**src/hdl/b64sc_pkg.sv**
```systemverilog
`timescale 1ns / 1ps
`default_nettype none
// ----------------------------------------------------------------------------
// b64sc_pkg
// Shared types, constants and alphabet functions for the Base64 stream codec.
// ----------------------------------------------------------------------------
package b64sc_pkg;

	// result bytes one input can cause
	localparam int unsigned JOB_MAX     = 4;
	localparam int unsigned JOB_CNT_W   = 3;
	localparam int unsigned QUEUE_DEPTH = 2;

	// configuration port
	localparam int unsigned CFG_IDX_W = 2;

	typedef enum logic [CFG_IDX_W-1:0] {
		CFG_DECODE_MODE  = 2'd0,
		CFG_URL_ALPHABET = 2'd1,
		CFG_PAD_OUTPUT   = 2'd2
	} cfg_idx_t;

	// alphabet characters
	localparam logic [7:0] CHAR_PAD    = 8'h3D;
	localparam logic [7:0] CHAR_PLUS   = 8'h2B;
	localparam logic [7:0] CHAR_SLASH  = 8'h2F;
	localparam logic [7:0] CHAR_DASH   = 8'h2D;
	localparam logic [7:0] CHAR_USCORE = 8'h5F;
	localparam logic [7:0] CHAR_UP_A   = 8'h41;
	localparam logic [7:0] CHAR_UP_Z   = 8'h5A;
	localparam logic [7:0] CHAR_LO_A   = 8'h61;
	localparam logic [7:0] CHAR_LO_Z   = 8'h7A;
	localparam logic [7:0] CHAR_DIG_0  = 8'h30;
	localparam logic [7:0] CHAR_DIG_9  = 8'h39;

	// symbol code with skip flag in the top bit
	localparam logic [6:0] SYM_SKIP = 7'd64;

	// result bytes of one input, first byte in slot 0
	typedef struct packed {
		logic [JOB_MAX-1:0][7:0] bytes;
		logic [JOB_CNT_W-1:0]    count;
	} job_t;

	// 6-bit value to alphabet character
	function automatic logic [7:0] sym_to_char(input logic [5:0] v, input logic url);
		logic [7:0] c;
		if (v < 6'd26) begin
			c = CHAR_UP_A + {2'b00, v};
		end else if (v < 6'd52) begin
			c = CHAR_LO_A + {2'b00, v} - 8'd26;
		end else if (v < 6'd62) begin
			c = CHAR_DIG_0 + {2'b00, v} - 8'd52;
		end else if (v == 6'd62) begin
			c = url ? CHAR_DASH : CHAR_PLUS;
		end else begin
			c = url ? CHAR_USCORE : CHAR_SLASH;
		end
		return c;
	endfunction

	// character to symbol, both alphabets; bit 6 set means skip
	function automatic logic [6:0] char_to_sym(input logic [7:0] c);
		logic [6:0] s;
		logic [7:0] t;
		s = SYM_SKIP;
		t = 8'd0;
		if (c >= CHAR_UP_A && c <= CHAR_UP_Z) begin
			t = c - CHAR_UP_A;
			s = t[6:0];
		end else if (c >= CHAR_LO_A && c <= CHAR_LO_Z) begin
			t = c - CHAR_LO_A + 8'd26;
			s = t[6:0];
		end else if (c >= CHAR_DIG_0 && c <= CHAR_DIG_9) begin
			t = c - CHAR_DIG_0 + 8'd52;
			s = t[6:0];
		end else if (c == CHAR_PLUS || c == CHAR_DASH) begin
			s = 7'd62;
		end else if (c == CHAR_SLASH || c == CHAR_USCORE) begin
			s = 7'd63;
		end
		return s;
	endfunction

endpackage
`default_nettype wire

```
**src/hdl/b64sc_item_if.sv**
```systemverilog
`timescale 1ns / 1ps
`default_nettype none
// ----------------------------------------------------------------------------
// b64sc_item_if
// Input channel: one data byte or end-of-stream marker per transaction.
// ----------------------------------------------------------------------------
interface b64sc_item_if;
	logic       valid;
	logic       ready;
	logic       kind;
	logic [7:0] data_byte;

	modport source (output valid, output kind, output data_byte, input ready);
	modport sink   (input valid, input kind, input data_byte, output ready);
endinterface
`default_nettype wire

```
**src/hdl/b64sc_result_if.sv**
```systemverilog
`timescale 1ns / 1ps
`default_nettype none
// ----------------------------------------------------------------------------
// b64sc_result_if
// Output channel: one encoded character or decoded byte per transaction.
// ----------------------------------------------------------------------------
interface b64sc_result_if;
	logic       valid;
	logic       ready;
	logic [7:0] out_byte;
	logic       last;

	modport source (output valid, output out_byte, output last, input ready);
	modport sink   (input valid, input out_byte, input last, output ready);
endinterface
`default_nettype wire

```
**src/hdl/b64sc_cfg_if.sv**
```systemverilog
`timescale 1ns / 1ps
`default_nettype none
// ----------------------------------------------------------------------------
// b64sc_cfg_if
// Configuration write channel: register index and write data.
// ----------------------------------------------------------------------------
interface b64sc_cfg_if;
	logic                               valid;
	logic                               ready;
	logic [b64sc_pkg::CFG_IDX_W-1:0]    addr;
	logic                               data;

	modport source (output valid, output addr, output data, input ready);
	modport sink   (input valid, input addr, input data, output ready);
endinterface
`default_nettype wire

```
**src/hdl/b64sc_front.sv**
```systemverilog
`timescale 1ns / 1ps
`default_nettype none
// ----------------------------------------------------------------------------
// b64sc_front
// Accepts input transactions, keeps the pending group and the settings, and
// turns each completed group or flush into a job of result bytes.
// ----------------------------------------------------------------------------
module b64sc_front (
	input  wire logic             clk,
	input  wire logic             arst_n,
	b64sc_item_if.sink            item,
	b64sc_cfg_if.sink             cfg,
	input  wire logic             q_full,
	output      logic             q_push,
	output      b64sc_pkg::job_t  q_data
);

	logic       decode_mode_q;
	logic       url_alphabet_q;
	logic       pad_output_q;
	logic [1:0] phase_q;
	logic [7:0] elem_q [4];

	logic            accept;
	logic            cfg_wr;
	logic [6:0]      sym;
	logic [7:0]      e0, e1, e2;
	logic [7:0]      part;
	logic [1:0]      phase_d;
	logic            elem_we;
	logic [7:0]      elem_wdata;
	b64sc_pkg::job_t job_d;

	assign item.ready = !q_full;
	assign cfg.ready  = 1'b1;
	assign accept     = item.valid && item.ready;
	assign cfg_wr     = cfg.valid && cfg.ready;

	assign sym = b64sc_pkg::char_to_sym(item.data_byte);
	assign e0  = elem_q[0];
	assign e1  = elem_q[1];
	assign e2  = elem_q[2];

	// classify the transaction and build its job
	always_comb begin
		job_d      = '0;
		phase_d    = phase_q;
		elem_we    = 1'b0;
		elem_wdata = item.data_byte;
		part       = 8'd0;
		if (accept) begin
			if (!item.kind) begin
				if (decode_mode_q) begin
					// decode: collect four symbols, skip everything else
					if (!sym[6]) begin
						elem_wdata = {2'b00, sym[5:0]};
						if (phase_q != 2'd3) begin
							elem_we = 1'b1;
							phase_d = phase_q + 2'd1;
						end else begin
							job_d.bytes[0] = {e0[5:0], e1[5:4]};
							job_d.bytes[1] = {e1[3:0], e2[5:2]};
							job_d.bytes[2] = {e2[1:0], sym[5:0]};
							job_d.count    = 3'd3;
							phase_d        = 2'd0;
						end
					end
				end else begin
					// encode: collect three bytes
					if (phase_q < 2'd2) begin
						elem_we = 1'b1;
						phase_d = phase_q + 2'd1;
					end else begin
						job_d.bytes[0] = b64sc_pkg::sym_to_char(e0[7:2], url_alphabet_q);
						job_d.bytes[1] = b64sc_pkg::sym_to_char({e0[1:0], e1[7:4]},
							url_alphabet_q);
						job_d.bytes[2] = b64sc_pkg::sym_to_char({e1[3:0], item.data_byte[7:6]},
							url_alphabet_q);
						job_d.bytes[3] = b64sc_pkg::sym_to_char(item.data_byte[5:0],
							url_alphabet_q);
						job_d.count    = 3'd4;
						phase_d        = 2'd0;
					end
				end
			end else begin
				// end of stream: drain the partial group
				phase_d = 2'd0;
				if (decode_mode_q) begin
					unique case (phase_q)
						2'd1: begin
							part           = {e0[5:0], 2'b00};
							job_d.bytes[0] = part;
							job_d.count    = (part != 8'd0) ? 3'd1 : 3'd0;
						end
						2'd2: begin
							part           = {e1[3:0], 4'b0000};
							job_d.bytes[0] = {e0[5:0], e1[5:4]};
							job_d.bytes[1] = part;
							job_d.count    = (part != 8'd0) ? 3'd2 : 3'd1;
						end
						2'd3: begin
							part           = {e2[1:0], 6'b000000};
							job_d.bytes[0] = {e0[5:0], e1[5:4]};
							job_d.bytes[1] = {e1[3:0], e2[5:2]};
							job_d.bytes[2] = part;
							job_d.count    = (part != 8'd0) ? 3'd3 : 3'd2;
						end
						default: begin
							job_d.count = 3'd0;
						end
					endcase
				end else begin
					unique case (phase_q)
						2'd1: begin
							job_d.bytes[0] = b64sc_pkg::sym_to_char(e0[7:2], url_alphabet_q);
							job_d.bytes[1] = b64sc_pkg::sym_to_char({e0[1:0], 4'b0000},
								url_alphabet_q);
							job_d.bytes[2] = b64sc_pkg::CHAR_PAD;
							job_d.bytes[3] = b64sc_pkg::CHAR_PAD;
							job_d.count    = pad_output_q ? 3'd4 : 3'd2;
						end
						2'd2: begin
							job_d.bytes[0] = b64sc_pkg::sym_to_char(e0[7:2], url_alphabet_q);
							job_d.bytes[1] = b64sc_pkg::sym_to_char({e0[1:0], e1[7:4]},
								url_alphabet_q);
							job_d.bytes[2] = b64sc_pkg::sym_to_char({e1[3:0], 2'b00},
								url_alphabet_q);
							job_d.bytes[3] = b64sc_pkg::CHAR_PAD;
							job_d.count    = pad_output_q ? 3'd4 : 3'd3;
						end
						default: begin
							job_d.count = 3'd0;
						end
					endcase
				end
			end
		end
	end

	assign q_push = accept && (job_d.count != 3'd0);
	assign q_data = job_d;

	// settings and group phase; a mode write clears the group
	always_ff @(posedge clk or negedge arst_n) begin
		if (!arst_n) begin
			decode_mode_q  <= 1'b0;
			url_alphabet_q <= 1'b0;
			pad_output_q   <= 1'b0;
			phase_q        <= 2'd0;
		end else begin
			phase_q <= phase_d;
			if (cfg_wr) begin
				unique case (cfg.addr)
					b64sc_pkg::CFG_DECODE_MODE: begin
						decode_mode_q <= cfg.data;
						phase_q       <= 2'd0;
					end
					b64sc_pkg::CFG_URL_ALPHABET: url_alphabet_q <= cfg.data;
					b64sc_pkg::CFG_PAD_OUTPUT:   pad_output_q   <= cfg.data;
					default: ;
				endcase
			end
		end
	end

	// pending group elements
	always_ff @(posedge clk) begin
		if (elem_we) begin
			elem_q[phase_q] <= elem_wdata;
		end
	end

	// a third encode byte always completes a group
	a_enc_group: assert property (@(posedge clk) disable iff (!arst_n)
		(accept && !item.kind && !decode_mode_q && phase_q == 2'd2) |-> q_push)
		else $error("encode group did not produce a job");

	// the encoder never holds more than two pending bytes
	a_enc_phase: assert property (@(posedge clk) disable iff (!arst_n)
		!decode_mode_q |-> (phase_q != 2'd3))
		else $error("encoder phase out of range");

endmodule
`default_nettype wire

```
**src/hdl/b64sc_fifo.sv**
```systemverilog
`timescale 1ns / 1ps
`default_nettype none
// ----------------------------------------------------------------------------
// b64sc_fifo
// Short job queue between the front and the back.
// ----------------------------------------------------------------------------
module b64sc_fifo #(
	parameter int unsigned DEPTH = b64sc_pkg::QUEUE_DEPTH
) (
	input  wire logic             clk,
	input  wire logic             arst_n,
	input  wire logic             push,
	input  wire b64sc_pkg::job_t  push_data,
	output      logic             full,
	input  wire logic             pop,
	output      logic             not_empty,
	output      b64sc_pkg::job_t  pop_data
);

	localparam int unsigned PTR_W = (DEPTH > 1) ? $clog2(DEPTH) : 1;
	localparam int unsigned CNT_W = $clog2(DEPTH + 1);
	localparam logic [PTR_W-1:0] PTR_LAST = PTR_W'(DEPTH - 1);
	localparam logic [CNT_W-1:0] CNT_FULL = CNT_W'(DEPTH);

	b64sc_pkg::job_t    mem_q [DEPTH];
	logic [PTR_W-1:0]   wr_ptr_q;
	logic [PTR_W-1:0]   rd_ptr_q;
	logic [CNT_W-1:0]   cnt_q;

	assign full      = (cnt_q == CNT_FULL);
	assign not_empty = (cnt_q != '0);
	assign pop_data  = mem_q[rd_ptr_q];

	// pointers and fill count
	always_ff @(posedge clk or negedge arst_n) begin
		if (!arst_n) begin
			wr_ptr_q <= '0;
			rd_ptr_q <= '0;
			cnt_q    <= '0;
		end else begin
			if (push) begin
				wr_ptr_q <= (wr_ptr_q == PTR_LAST) ? '0 : wr_ptr_q + 1'b1;
			end
			if (pop) begin
				rd_ptr_q <= (rd_ptr_q == PTR_LAST) ? '0 : rd_ptr_q + 1'b1;
			end
			if (push && !pop) begin
				cnt_q <= cnt_q + 1'b1;
			end else if (pop && !push) begin
				cnt_q <= cnt_q - 1'b1;
			end
		end
	end

	// storage
	always_ff @(posedge clk) begin
		if (push) begin
			mem_q[wr_ptr_q] <= push_data;
		end
	end

	a_no_overflow: assert property (@(posedge clk) disable iff (!arst_n)
		!(push && full && !pop))
		else $error("job queue overflow");

	a_no_underflow: assert property (@(posedge clk) disable iff (!arst_n)
		pop |-> not_empty)
		else $error("job queue underflow");

endmodule
`default_nettype wire

```
**src/hdl/b64sc_back.sv**
```systemverilog
`timescale 1ns / 1ps
`default_nettype none
// ----------------------------------------------------------------------------
// b64sc_back
// Takes jobs from the queue and sends their bytes through the output register,
// one per cycle while the output is ready, marking the final byte of each job.
// ----------------------------------------------------------------------------
module b64sc_back (
	input  wire logic             clk,
	input  wire logic             arst_n,
	input  wire logic             q_valid,
	input  wire b64sc_pkg::job_t  q_data,
	output      logic             q_pop,
	b64sc_result_if.source        result
);

	b64sc_pkg::job_t job_q;
	logic            busy_q;
	logic [1:0]      idx_q;
	logic            out_valid_q;
	logic [7:0]      out_byte_q;
	logic            out_last_q;

	logic            adv;
	logic            fin;
	logic [1:0]      cnt_m1;

	// index of the final byte; a count of four wraps to three
	assign cnt_m1 = job_q.count[1:0] - 2'd1;
	assign adv    = busy_q && (!out_valid_q || result.ready);
	assign fin    = adv && (idx_q == cnt_m1);
	assign q_pop  = q_valid && (!busy_q || fin);

	assign result.valid    = out_valid_q;
	assign result.out_byte = out_byte_q;
	assign result.last     = out_last_q;

	// job holder and byte index
	always_ff @(posedge clk or negedge arst_n) begin
		if (!arst_n) begin
			busy_q <= 1'b0;
			idx_q  <= 2'd0;
		end else begin
			if (q_pop) begin
				busy_q <= 1'b1;
				idx_q  <= 2'd0;
			end else if (fin) begin
				busy_q <= 1'b0;
			end else if (adv) begin
				idx_q <= idx_q + 2'd1;
			end
		end
	end

	always_ff @(posedge clk) begin
		if (q_pop) begin
			job_q <= q_data;
		end
	end

	// output register
	always_ff @(posedge clk or negedge arst_n) begin
		if (!arst_n) begin
			out_valid_q <= 1'b0;
		end else begin
			if (adv) begin
				out_valid_q <= 1'b1;
			end else if (result.ready) begin
				out_valid_q <= 1'b0;
			end
		end
	end

	always_ff @(posedge clk) begin
		if (adv) begin
			out_byte_q <= job_q.bytes[idx_q];
			out_last_q <= fin;
		end
	end

	a_job_count: assert property (@(posedge clk) disable iff (!arst_n)
		busy_q |-> (job_q.count != 3'd0 && job_q.count <= 3'd4))
		else $error("job with bad byte count");

	a_idx_range: assert property (@(posedge clk) disable iff (!arst_n)
		busy_q |-> ({1'b0, idx_q} < job_q.count))
		else $error("byte index past end of job");

endmodule
`default_nettype wire

```
**src/hdl/base64_stream_codec_unit.sv**
```systemverilog
`timescale 1ns / 1ps
`default_nettype none
// ----------------------------------------------------------------------------
// base64_stream_codec_unit
// Streaming Base64 encoder and decoder, standard and URL-safe alphabets.
// ----------------------------------------------------------------------------
// The block takes an input transaction in every cycle while its job queue has
// room; each transaction is classified at once and any results it causes go
// into the queue as one job of one to four bytes. The back end sends one
// result per cycle while the output is ready, so the output rate sets the
// sustained pace; a decoder stream keeps up at one input per cycle. The first
// result of a transaction is registered in the job queue, then in the job
// holder, then in the output register after the transaction is accepted.
// Configuration writes are taken in any cycle and must come while idle;
// writing the decode mode drops any partial group.
// ----------------------------------------------------------------------------
module base64_stream_codec_unit #(
	parameter int unsigned QUEUE_DEPTH = b64sc_pkg::QUEUE_DEPTH
) (
	input  wire logic        clk,
	input  wire logic        arst_n,
	b64sc_item_if.sink       item,
	b64sc_result_if.source   result,
	b64sc_cfg_if.sink        cfg
);

	logic            q_full;
	logic            q_push;
	logic            q_pop;
	logic            q_valid;
	b64sc_pkg::job_t q_wdata;
	b64sc_pkg::job_t q_rdata;

	// accept, classify and group
	b64sc_front u_front (
		.clk    (clk),
		.arst_n (arst_n),
		.item   (item),
		.cfg    (cfg),
		.q_full (q_full),
		.q_push (q_push),
		.q_data (q_wdata)
	);

	// job queue
	b64sc_fifo #(
		.DEPTH (QUEUE_DEPTH)
	) u_fifo (
		.clk       (clk),
		.arst_n    (arst_n),
		.push      (q_push),
		.push_data (q_wdata),
		.full      (q_full),
		.pop       (q_pop),
		.not_empty (q_valid),
		.pop_data  (q_rdata)
	);

	// serialize results
	b64sc_back u_back (
		.clk     (clk),
		.arst_n  (arst_n),
		.q_valid (q_valid),
		.q_data  (q_rdata),
		.q_pop   (q_pop),
		.result  (result)
	);

endmodule
`default_nettype wire
```
**src/flat_wrapper.sv**
```systemverilog
// flat-port wrapper written by rule: the top's interface ports become plain ports
module base64_stream_codec_unit_flat 
#(
	parameter int unsigned QUEUE_DEPTH = b64sc_pkg::QUEUE_DEPTH
)
  (clk, arst_n, item_valid, item_kind, item_data_byte, item_ready, result_valid, result_out_byte, result_last, result_ready, cfg_valid, cfg_addr, cfg_data, cfg_ready);
  b64sc_item_if item_i ();
  b64sc_result_if result_i ();
  b64sc_cfg_if cfg_i ();
  input  wire logic clk;
  input  wire logic arst_n;
  input wire logic [$bits(item_i.valid)-1:0] item_valid;
  input wire logic [$bits(item_i.kind)-1:0] item_kind;
  input wire logic [$bits(item_i.data_byte)-1:0] item_data_byte;
  output wire logic [$bits(item_i.ready)-1:0] item_ready;
  output wire logic [$bits(result_i.valid)-1:0] result_valid;
  output wire logic [$bits(result_i.out_byte)-1:0] result_out_byte;
  output wire logic [$bits(result_i.last)-1:0] result_last;
  input wire logic [$bits(result_i.ready)-1:0] result_ready;
  input wire logic [$bits(cfg_i.valid)-1:0] cfg_valid;
  input wire logic [$bits(cfg_i.addr)-1:0] cfg_addr;
  input wire logic [$bits(cfg_i.data)-1:0] cfg_data;
  output wire logic [$bits(cfg_i.ready)-1:0] cfg_ready;
  assign item_i.valid = item_valid;
  assign item_i.kind = item_kind;
  assign item_i.data_byte = item_data_byte;
  assign item_ready = item_i.ready;
  assign result_valid = result_i.valid;
  assign result_out_byte = result_i.out_byte;
  assign result_last = result_i.last;
  assign result_i.ready = result_ready;
  assign cfg_i.valid = cfg_valid;
  assign cfg_i.addr = cfg_addr;
  assign cfg_i.data = cfg_data;
  assign cfg_ready = cfg_i.ready;
  base64_stream_codec_unit #(.QUEUE_DEPTH(QUEUE_DEPTH)) u_core (.clk(clk), .arst_n(arst_n), .item(item_i), .result(result_i), .cfg(cfg_i));
endmodule
```
**config.mk**
```make
export PLATFORM = sky130hd
export DESIGN_NAME = base64_stream_codec_unit_flat
export DESIGN_NICKNAME = d
export VERILOG_FILES = /design/src/hdl/b64sc_pkg.sv /design/src/hdl/b64sc_item_if.sv /design/src/hdl/b64sc_result_if.sv /design/src/hdl/b64sc_cfg_if.sv /design/src/hdl/b64sc_front.sv /design/src/hdl/b64sc_fifo.sv /design/src/hdl/b64sc_back.sv /design/src/hdl/base64_stream_codec_unit.sv /design/src/flat_wrapper.sv
export SDC_FILE = /design/constraint.sdc
export NUM_CORES = 1
export LEC_CHECK = 0
export BUFFER_PORTS_ARGS = -buffer_cell sky130_fd_sc_hd__buf_2
export CAP_MARGIN = 15
export CORE_MARGIN = 2
export CORE_UTILIZATION = 55
export DETAILED_ROUTE_END_ITERATION = 16
export PLACE_DENSITY = 0.72
export REMOVE_ABC_BUFFERS = 1
export SKIP_CTS_REPAIR_TIMING = 1
export SLEW_MARGIN = 20
export SYNTH_ARGS = -nofsm -noshare
export SYNTH_HDL_FRONTEND = slang
export SYNTH_SLANG_ARGS = --single-unit
```
**constraint.sdc**
```tcl
create_clock -name clk -period 10.6 [get_ports clk]
set_clock_uncertainty 0.05 [all_clocks]
set_input_delay 1.59 -clock clk [delete_from_list [all_inputs] [get_ports clk]]
set_output_delay 1.59 -clock clk [all_outputs]
set_load 0.05 [all_outputs]
```
-- Word level (Yosys, flattened, before mapping)
Memory sizes are Yosys's and may differ from the RTL's. A register that Yosys moved wholly into a read port is not among the register bits.
Index checks and enable logic that the tools add are counted.
- memories: 2
- register bits after elaboration: 22
- latch bits: 0
- output and inout bits: 12
- bits in writable memories: 102
- ROM bits: 0
- word-level logic and storage cells: 217
- $mul: 0
- mux-type cells: 84
- order comparisons: 26
- eq/ne operators: 17
- shift operators: 0
- divide/modulo/power cells: 0
- $add $sub $neg: 42
- reductions and logical operators: 34
- bitwise operators: 0
- memories (name ; words ; width ; read ports ; clocked after memory_dff ; write ports ; line ; text):
    u_core.u_fifo.mem_q ; 2 ; 35 ; 1 ; 1 ; 1 ; b64sc_fifo.sv:25 ; b64sc_pkg::job_t mem_q [DEPTH];
    u_core.u_front.elem_q ; 4 ; 8 ; 3 ; 0 ; 1 ; b64sc_front.sv:22 ; logic [7:0] elem_q [4];
- operators with widths (operator ; number):
    two-way mux 8 bit ; 26
    two-way mux 27 bit ; 4
    two-way mux 35 bit ; 3
    adder 7 x 6 -> 8 bit (first input constant) ; 12
    less-than comparator 6 bit (second input constant) ; 12
    two-way mux 7 bit ; 10
    case mux 30 bit (2 select lines) ; 1
    subtractor 7 x 6 -> 8 bit (second input constant) ; 6
    subtractor 8 x 5 -> 8 bit (second input constant) ; 6
    adder 6 x 6 -> 7 bit (first input constant) ; 6
    less-than comparator 6 x 5 -> 1 bit (second input constant) ; 6
    case mux 8 bit (2 select lines) ; 2
    two-way mux 2 bit ; 14
    equality test 6 bit (second input constant) ; 4
    equality test 8 x 6 -> 1 bit (second input constant) ; 3
    two-way mux 1 bit ; 18
    binary-select mux 8 bit (select 2 bit) ; 1
    greater-or-equal comparator 8 x 7 -> 1 bit (second input constant) ; 2
    less-or-equal comparator 8 x 7 -> 1 bit (second input constant) ; 2
    subtractor 7 bit (second input constant) ; 2
    nonzero test 2 bit ; 6
    logical AND 1 bit ; 10
    two-way mux 3 bit ; 3
    equality test 2 bit (second input constant) ; 4
    25 further kinds ; 40

-- Depth between registers and ports, before layout
Gate-level depths: netlist of run 1.
- word-level depth: 18
- depth in mapped cells: 15
- gate-level depth less buffers: 12

-- By module
Synthesis of run 1 repeated with hierarchy kept, for this count alone.
- cells, all modules: 841
- area total of the unflattened synthesis: 9157.5 µm²
- modules (own cells, without submodules) (module ; area an instance (µm²) ; cells each ; instances ; sequential area each (µm²)):
    b64sc_front ; 4519.3 ; 636 ; 1 ; 785.8
    b64sc_fifo ; 2865.2 ; 125 ; 1 ; 2202.1
    b64sc_back ; 1773.0 ; 80 ; 1 ; 1391.3

-- Worst setup path after synthesis of run 1
No wires, ideal clock.
- path type: in2reg
- start point: input port item_data_byte[2]
- end point: memory u_core.u_fifo.mem_q[0][0] (netlist bit), enable pin
- cell stages on the path: 10
- slack: 4.929 ns
- arrival time: 5.184 ns
- path buffers: 2
- path through: buf_6 -> inv_1 -> ha_1 -> a21o_1 -> a311o_1 -> a211oi_1 -> buf_2 -> a221o_1 -> o2111ai_1 -> a21oi_1
- word-level cells in the longest chain between the ends: 15
- RTL lines (what ; line ; text):
    start, declared ; flat_wrapper.sv:14 ; input wire logic [$bits(item_i.data_byte)-1:0] item_data_byte;
    parallel branches: the longest is 6 deep, another holds subtractor 7 x 6 -> 7 bit ; -- ;
    two-way mux 7 bit (*) ; b64sc_pkg.sv:68 ; if (c >= CHAR_UP_A && c <= CHAR_UP_Z) begin
    two-way mux 27 bit (*) ; b64sc_front.sv:55 ; if (!sym[6]) begin
    two-way mux 27 bit (*) ; b64sc_front.sv:53 ; if (decode_mode_q) begin
    two-way mux 35 bit (*) ; b64sc_front.sv:52 ; if (!item.kind) begin
    two-way mux 35 bit (*) ; b64sc_front.sv:51 ; if (accept) begin
    nonzero test 3 bit (*) ; b64sc_front.sv:140 ; assign q_push = accept && (job_d.count != 3'd0);
    logical AND 1 bit (*) ; b64sc_front.sv:140 ;
    two-way mux 1 bit (*) ; b64sc_fifo.sv:57 ; if (push) begin
    two-way mux 1 bit (implied by the code) (*) ; b64sc_fifo.sv:58 ; mem_q[wr_ptr_q] <= push_data;
    end, declared ; b64sc_fifo.sv:25 ;
Every way passes the cells marked *.

==> metrics.cfg, run 1 <==
[clocking]
cts-root-buf=clkbuf_16
htree_levels=4
insertion_delay_ns=0.41
cts_tree=built
numCtsBuffers=17
cts.path.max_buffers=2
clkTransAtPathRegs_ns=0.06
cts.sinks=146

[yosys]
ys_warn_count=0
synthArstFlopShare=0.0890
yosysTopAreaCell=edfxtp_1
synth_top_area_frac=0.451
ys.flop_type=edfxtp_1
seq_area_frac_synth=0.487
synth_seq_cells=146
synthCells=835
syn_area_per_cell_um2=10.6
synthDistinctLibCells=80
synth_edf_count=133
synth_area_mm2=0.00886
synthTopCellsByArea=edfxtp_1 45%, ha_1 5.1%, mux2_2 5.0%, a21oi_1 3.8%, dfrtp_1 3.7%

[timing]
relSlewSlack=0.346
finalCritPeriodShare=0.460
slew_viol_final=0
setup_tns_ns=0
setup_violations=0
finalHoldViolations=0
rsz0062_at_grt=false
worst_pin_slew_ns=0.978
fmax_ghz=0.205
period_minus_slack_ns=4.88

[drt]
wl_met1_um=10000
dr.first_iter.drc_count=630
wire_per_inst_um=22.0
dr.pass1.iters=6
met3_length_um=1840
drt-total-wl_um=23400
antenna_left=0
vias=6967
wl_met2_um=11000
drc=0
top_layer=met4
detail_route.vias_per_cell=6.57

[critical_path]
crit_start=item_data_byte[2]
start_kind=input port
ff2ff_path_depth=10
path_class=input port to flip-flop
cp-end-kind=flip-flop
critPathRequiredTime_ns=10.66
rr_startpoint=u_core.u_front.phase_q[1]
cp_max_fo=13
critPathArrivalTime_ns=4.94

[status]
status=completed

[global_route]
grt_usage=0.280
grt_pass1_wl_um=36000
grt_max_degree=39
antenna_found_initial=0
overflow=0
grt_pass1_vias=6391

[die]
die_x_um=131
core-area_mm2=0.0158
die_h_um=131
num_rows=46
initial_core_util=0.560
pin_count=29
die-area_mm2=0.0171

[finish]
fin_nets=885
final_common_cell=edfxtp_1
drive_gt1_frac=0.155
num_antenna_cells=0
fin_cells=1061
final_cell_mix=133 x edfxtp_1, 85 x nand2_1, 67 x a21oi_1
syn_to_final_growth_pct=9.21

[worst_hold_path]
min_from=u_core.u_back.busy_q
hold_path_class=flip-flop to flip-flop
whs_path_depth=1

[placement]
place_inst=1028
gp_congestion=0.952
hpwl_um=16500
io_buffers=27

[power]
leakage_nw=3.42
p_per_area_mw_per_mm2=213
ir_worst_vdd_v=0.000137

[job]
maxCapViolCount=0

[sequential cells by signal (all words and copies together) (netlist names), 2 cells and up]
name and cells:
u_core.u_back.job_q 34, u_core.u_front.elem_q 22, u_core.u_fifo.mem_q 68, u_core.u_fifo.cnt_q 2
u_core.u_front.phase_q 2, u_core.u_back.result.out_byte 8, u_core.u_back.idx_q 2
[worst paths after layout]
path | slack [ns] | end
max in group asynchronous | 9.19 | u_core.u_front.pad_output_q
min in group asynchronous | 1.03 | u_core.u_front.phase_q[0]
worst min register to register | 0.46 | u_core.u_back.result.valid
worst max register to register | 6.75 | u_core.u_fifo.mem_q[1][11]
worst min-delay path | 0.46 | u_core.u_back.result.valid
worst max-delay path | 5.72 | u_core.u_fifo.mem_q[1][25]
[through the flow]
| stage | util | power [W] | area (µm²) | hold slack (ns) | setup slack (ns) |
|---|---|---|---|---|---|
| final | 0.611 | 0.00206 | 9680 | 0.460 | 5.72 |
| after global routing | 0.611 | 0.00215 | 9680 | 0.471 | 5.55 |
| after CTS | 0.610 | 0.00206 | 9650 | 0.453 | 5.77 |
| after global placement | 0.574 | 0.00148 | 9090 | 0.443 | 5.39 |
| after detailed placement | 0.574 | 0.00150 | 9090 | 0.443 | 5.34 |
| after floorplan | - | 0.00131 | 8620 | 0.400 | 4.68 |
[worst max-delay path, cell delays in order]
cell      delay [ns]
buf_2           0.16
inv_1           0.30
ha_1            0.40
or4b_1          0.49
a21oi_2         0.18
a211oi_1        0.06
buf_4           0.18
a221oi_2        0.59
a21oi_2         0.34
a222oi_1        0.54
nor2_1          0.10
[synthesized netlist by cell type (all sizes together), types with 4 or more instances]
cell     instances
buf             13
o21ai           42
and3             7
mux2            41
or2              6
o22ai            5
edfxtp         133
nand4            6
nor2b            4
inv             30
xor2             8
nand2           86
nor2            55
a21oi           70
nand3           15
nor4             7
a211oi          14
a21o             9
a211o            5
nand2b           8
ha              36
o211ai          15
nor3            27
xnor2           11
mux4             8
a2111oi          4
a311oi           6
a221oi          14
clkbuf          43
nand3b           7
dfrtp           13
and2             8
a31oi           19
o31ai            4
mux2i            6
[area by class of cell]
| cell class | instances | area [µm²] |
|---|---|---|
| Clock buffer | 21 | 460 |
| Clock inverter | 11 | 104 |
| Fill cell | 1279 | 6150 |
| Inverter | 30 | 113 |
| Multi-Input combinational cell | 603 | 4200 |
| Sequential cell | 146 | 4320 |
| Tap cell | 216 | 270 |
| Timing Repair Buffer | 34 | 208 |
[kinds of logic (layout without fill, tap and decap cells)]
group / after synthesis / count (layout) / synth area share
xor gates and xnor gates: 19 / 19 / 0.0188
buffers and inverters: 86 / 96 / 0.0395
other: 1 / 1 / 0.000423
adders and majority gates: 36 / 36 / 0.0508
AOI/OAI and AO/OA: 243 / 243 / 0.186
muxes: 55 / 55 / 0.0801
and+or+nand+nor: 249 / 249 / 0.137
DFF: 146 / 146 / 0.487
[layer usage]
layer  vias to the layer above  GRT usage
li1                       3187          -
met1                      3339      0.401
met2                       399      0.447
met3                        42     0.0432
met4                         0     0.0795
met5                         -          0
[report_power, final]
| part | internal (W) | switching, W | leakage, nW | total [W] |
|---|---|---|---|---|
| sequential | 0.000801 | 0.0000878 | 1.39 | 0.000889 |
| clock | 0.000337 | 0.000226 | 0.274 | 0.000562 |
| combinational | 0.000223 | 0.000383 | 1.76 | 0.000606 |
(Power assumes the default switching activity.)
==> run 2, diff against run 1 <==
==> constraint.sdc (replaced) <==
create_clock -name clk -period 4.55 [get_ports clk]
set_clock_uncertainty 0.05 [all_clocks]
set_input_delay 0.6825 -clock clk [delete_from_list [all_inputs] [get_ports clk]]
set_output_delay 0.6825 -clock clk [all_outputs]
set_load 0.05 [all_outputs]
==> metrics.cfg, run 2 (synthesis gave the netlist of run 1 again) <==
[power]
p_sw_w=0.00171
design_power_total_w=0.00489
p_per_area_mw_per_mm2=499
clkPwrFrac=0.283
pwr-share-seq=0.425
power.share.switching=0.350
ir_worst_vdd_v=0.000363
leakage_nw=3.49
pwr-share-comb=0.292
internal_power_w=0.00318

[timing]
finalHoldViolations=0
worst_pin_slew_ns=0.776
finalCritPeriodShare=0.825
setup_violations=0
rsz0062_at_grt=false
fmax_ghz=0.267
relSlewSlack=0.483
slew_viol_final=0
setup_tns_ns=0
setup_slack_ns=0.798
period_minus_slack_ns=3.75

[clocking]
htree_levels=4
numCtsBuffers=17
cts.path.max_buffers=2
cts-root-buf=clkbuf_16
clkTransAtPathRegs_ns=0.07
cts_tree=built
cts.sinks=146
insertion_delay_ns=0.43

[status]
status=completed

[die]
core-area_mm2=0.0158
die_h_um=131
num_rows=46
pin_count=29
die-area_mm2=0.0171
initial_core_util=0.560
die_x_um=131

[finish]
multi_input_area_mm2=0.00420
fillers=1271
syn_to_final_growth_pct=10.6
seq_area_mm2=0.00432
fin_nets=897
largest_reg_flops=68
final_common_cell=edfxtp_1
drive_gt1_frac=0.169
final_cell_mix=133 x edfxtp_1, 85 x nand2_1, 67 x a21oi_1
top_register=u_core.u_fifo.mem_q
num_antenna_cells=0
top_regs=u_core.u_fifo.mem_q: 68 flops, u_core.u_back.job_q: 34 flops, u_core.u_front.elem_q: 22 flops

[global_route]
grt_usage=0.289
antenna_found_initial=0
grt_pass1_vias=6520
overflow=0
grt_max_degree=38
grt_pass1_wl_um=37000

[drt]
vias=7025
drc=0
wire_per_inst_um=22.3
detail_route.vias_per_cell=6.55
antenna_left=0
drt-total-wl_um=23900
dr.first_iter.drc_count=841
dr.pass1.iters=6

[placement]
place_ws_ns=0.484
io_buffers=27
gp_congestion=0.966
hpwl_um=17100

[critical_path]
critPathRequiredTime_ns=4.68
slowest_delay_ns=0.61
critPathTopFamily=compound AO/OA/AOI/OAI gates
worst_r2r_endpoint=u_core.u_fifo.mem_q[1][12]
critPathBufInv=2
cp_max_fo=13
path_class=input port to flip-flop
rr_startpoint=u_core.u_front.phase_q[1]
start_kind=input port
crit_start=item_data_byte[2]
r2r_slack_ns=1.12
critPathArrivalTime_ns=3.88
ff2ff_path_depth=10
path_cells=buf_2, inv_1, ha_1, a21o_1, a311o_1, a211oi_1, a221oi_2, a21oi_2, a221oi_1, a311oi_1
cp_slowest_cell=a21oi_2
cp-end-kind=flip-flop

[worst_hold_path]
hold_path_class=input port to async pin

[job]
maxCapViolCount=0

run 2: worst register-to-register path, delay by kind of cell (launching register included):
family | cells | cell delay [ns]
flip-flops | 1 | 0.58
buffers and inverters | 2 | 0.48
AO/OA/AOI/OAI | 3 | 0.84
AND/OR/NAND/NOR | 4 | 0.81
adder cells (fa/ha/maj) | 1 | 0.32
run 2: metal layers:
layer  vias to the layer above  wire length [µm]  GRT usage
met5                         -                 0          0
met4                         0               666     0.0970
met3                        68              1950     0.0505
met2                       397             11200      0.458
met1                      3351             10000      0.404
li1                       3209                 -          -
run 2: worst max-delay path by stage:
stage                                       endpoint  slack [ns]  cells past startpoint
after floorplan            u_core.u_fifo.mem_q[0][0]       -0.46                      8
after global placement    u_core.u_fifo.mem_q[0][25]        0.60                     11
after detailed placement  u_core.u_fifo.mem_q[0][10]        0.48                     10
after CTS                 u_core.u_fifo.mem_q[0][10]        0.89                     10
after global routing      u_core.u_fifo.mem_q[0][18]        0.65                     10
final                     u_core.u_fifo.mem_q[0][10]        0.80                     10
run 2: stage by stage:
stage	util	cell area (µm²)	instances	hold slack, ns
6_report	0.619	9800	1073	0.0967
2_1_floorplan	-	8620	779	0.337
3_5_place_dp	0.582	9210	1041	0.430
5_1_grt	0.619	9800	1073	0.115
4_1_cts	0.619	9800	1073	0.102
3_3_place_gp	0.582	9210	1041	0.420
run 2: power groups by stage:
stage | logic, W | clock network [W] | registers, W
final | 0.00143 | 0.00138 | 0.00208
after global routing | 0.00155 | 0.00145 | 0.00211
after CTS | 0.00142 | 0.00140 | 0.00208
after detailed placement | 0.00141 | 0 | 0.00211
after global placement | 0.00138 | 0 | 0.00210
after floorplan | 0.000827 | 0 | 0.00222
run 2: cell type report:
class,count,share of cell area
Clock buffer,17,0.0434
Clock inverter,15,0.0169
Inverter,30,0.0115
Multi-Input combinational cell,603,0.429
Sequential cell,146,0.441
Tap cell,216,0.0276
Timing Repair Buffer,46,0.0309
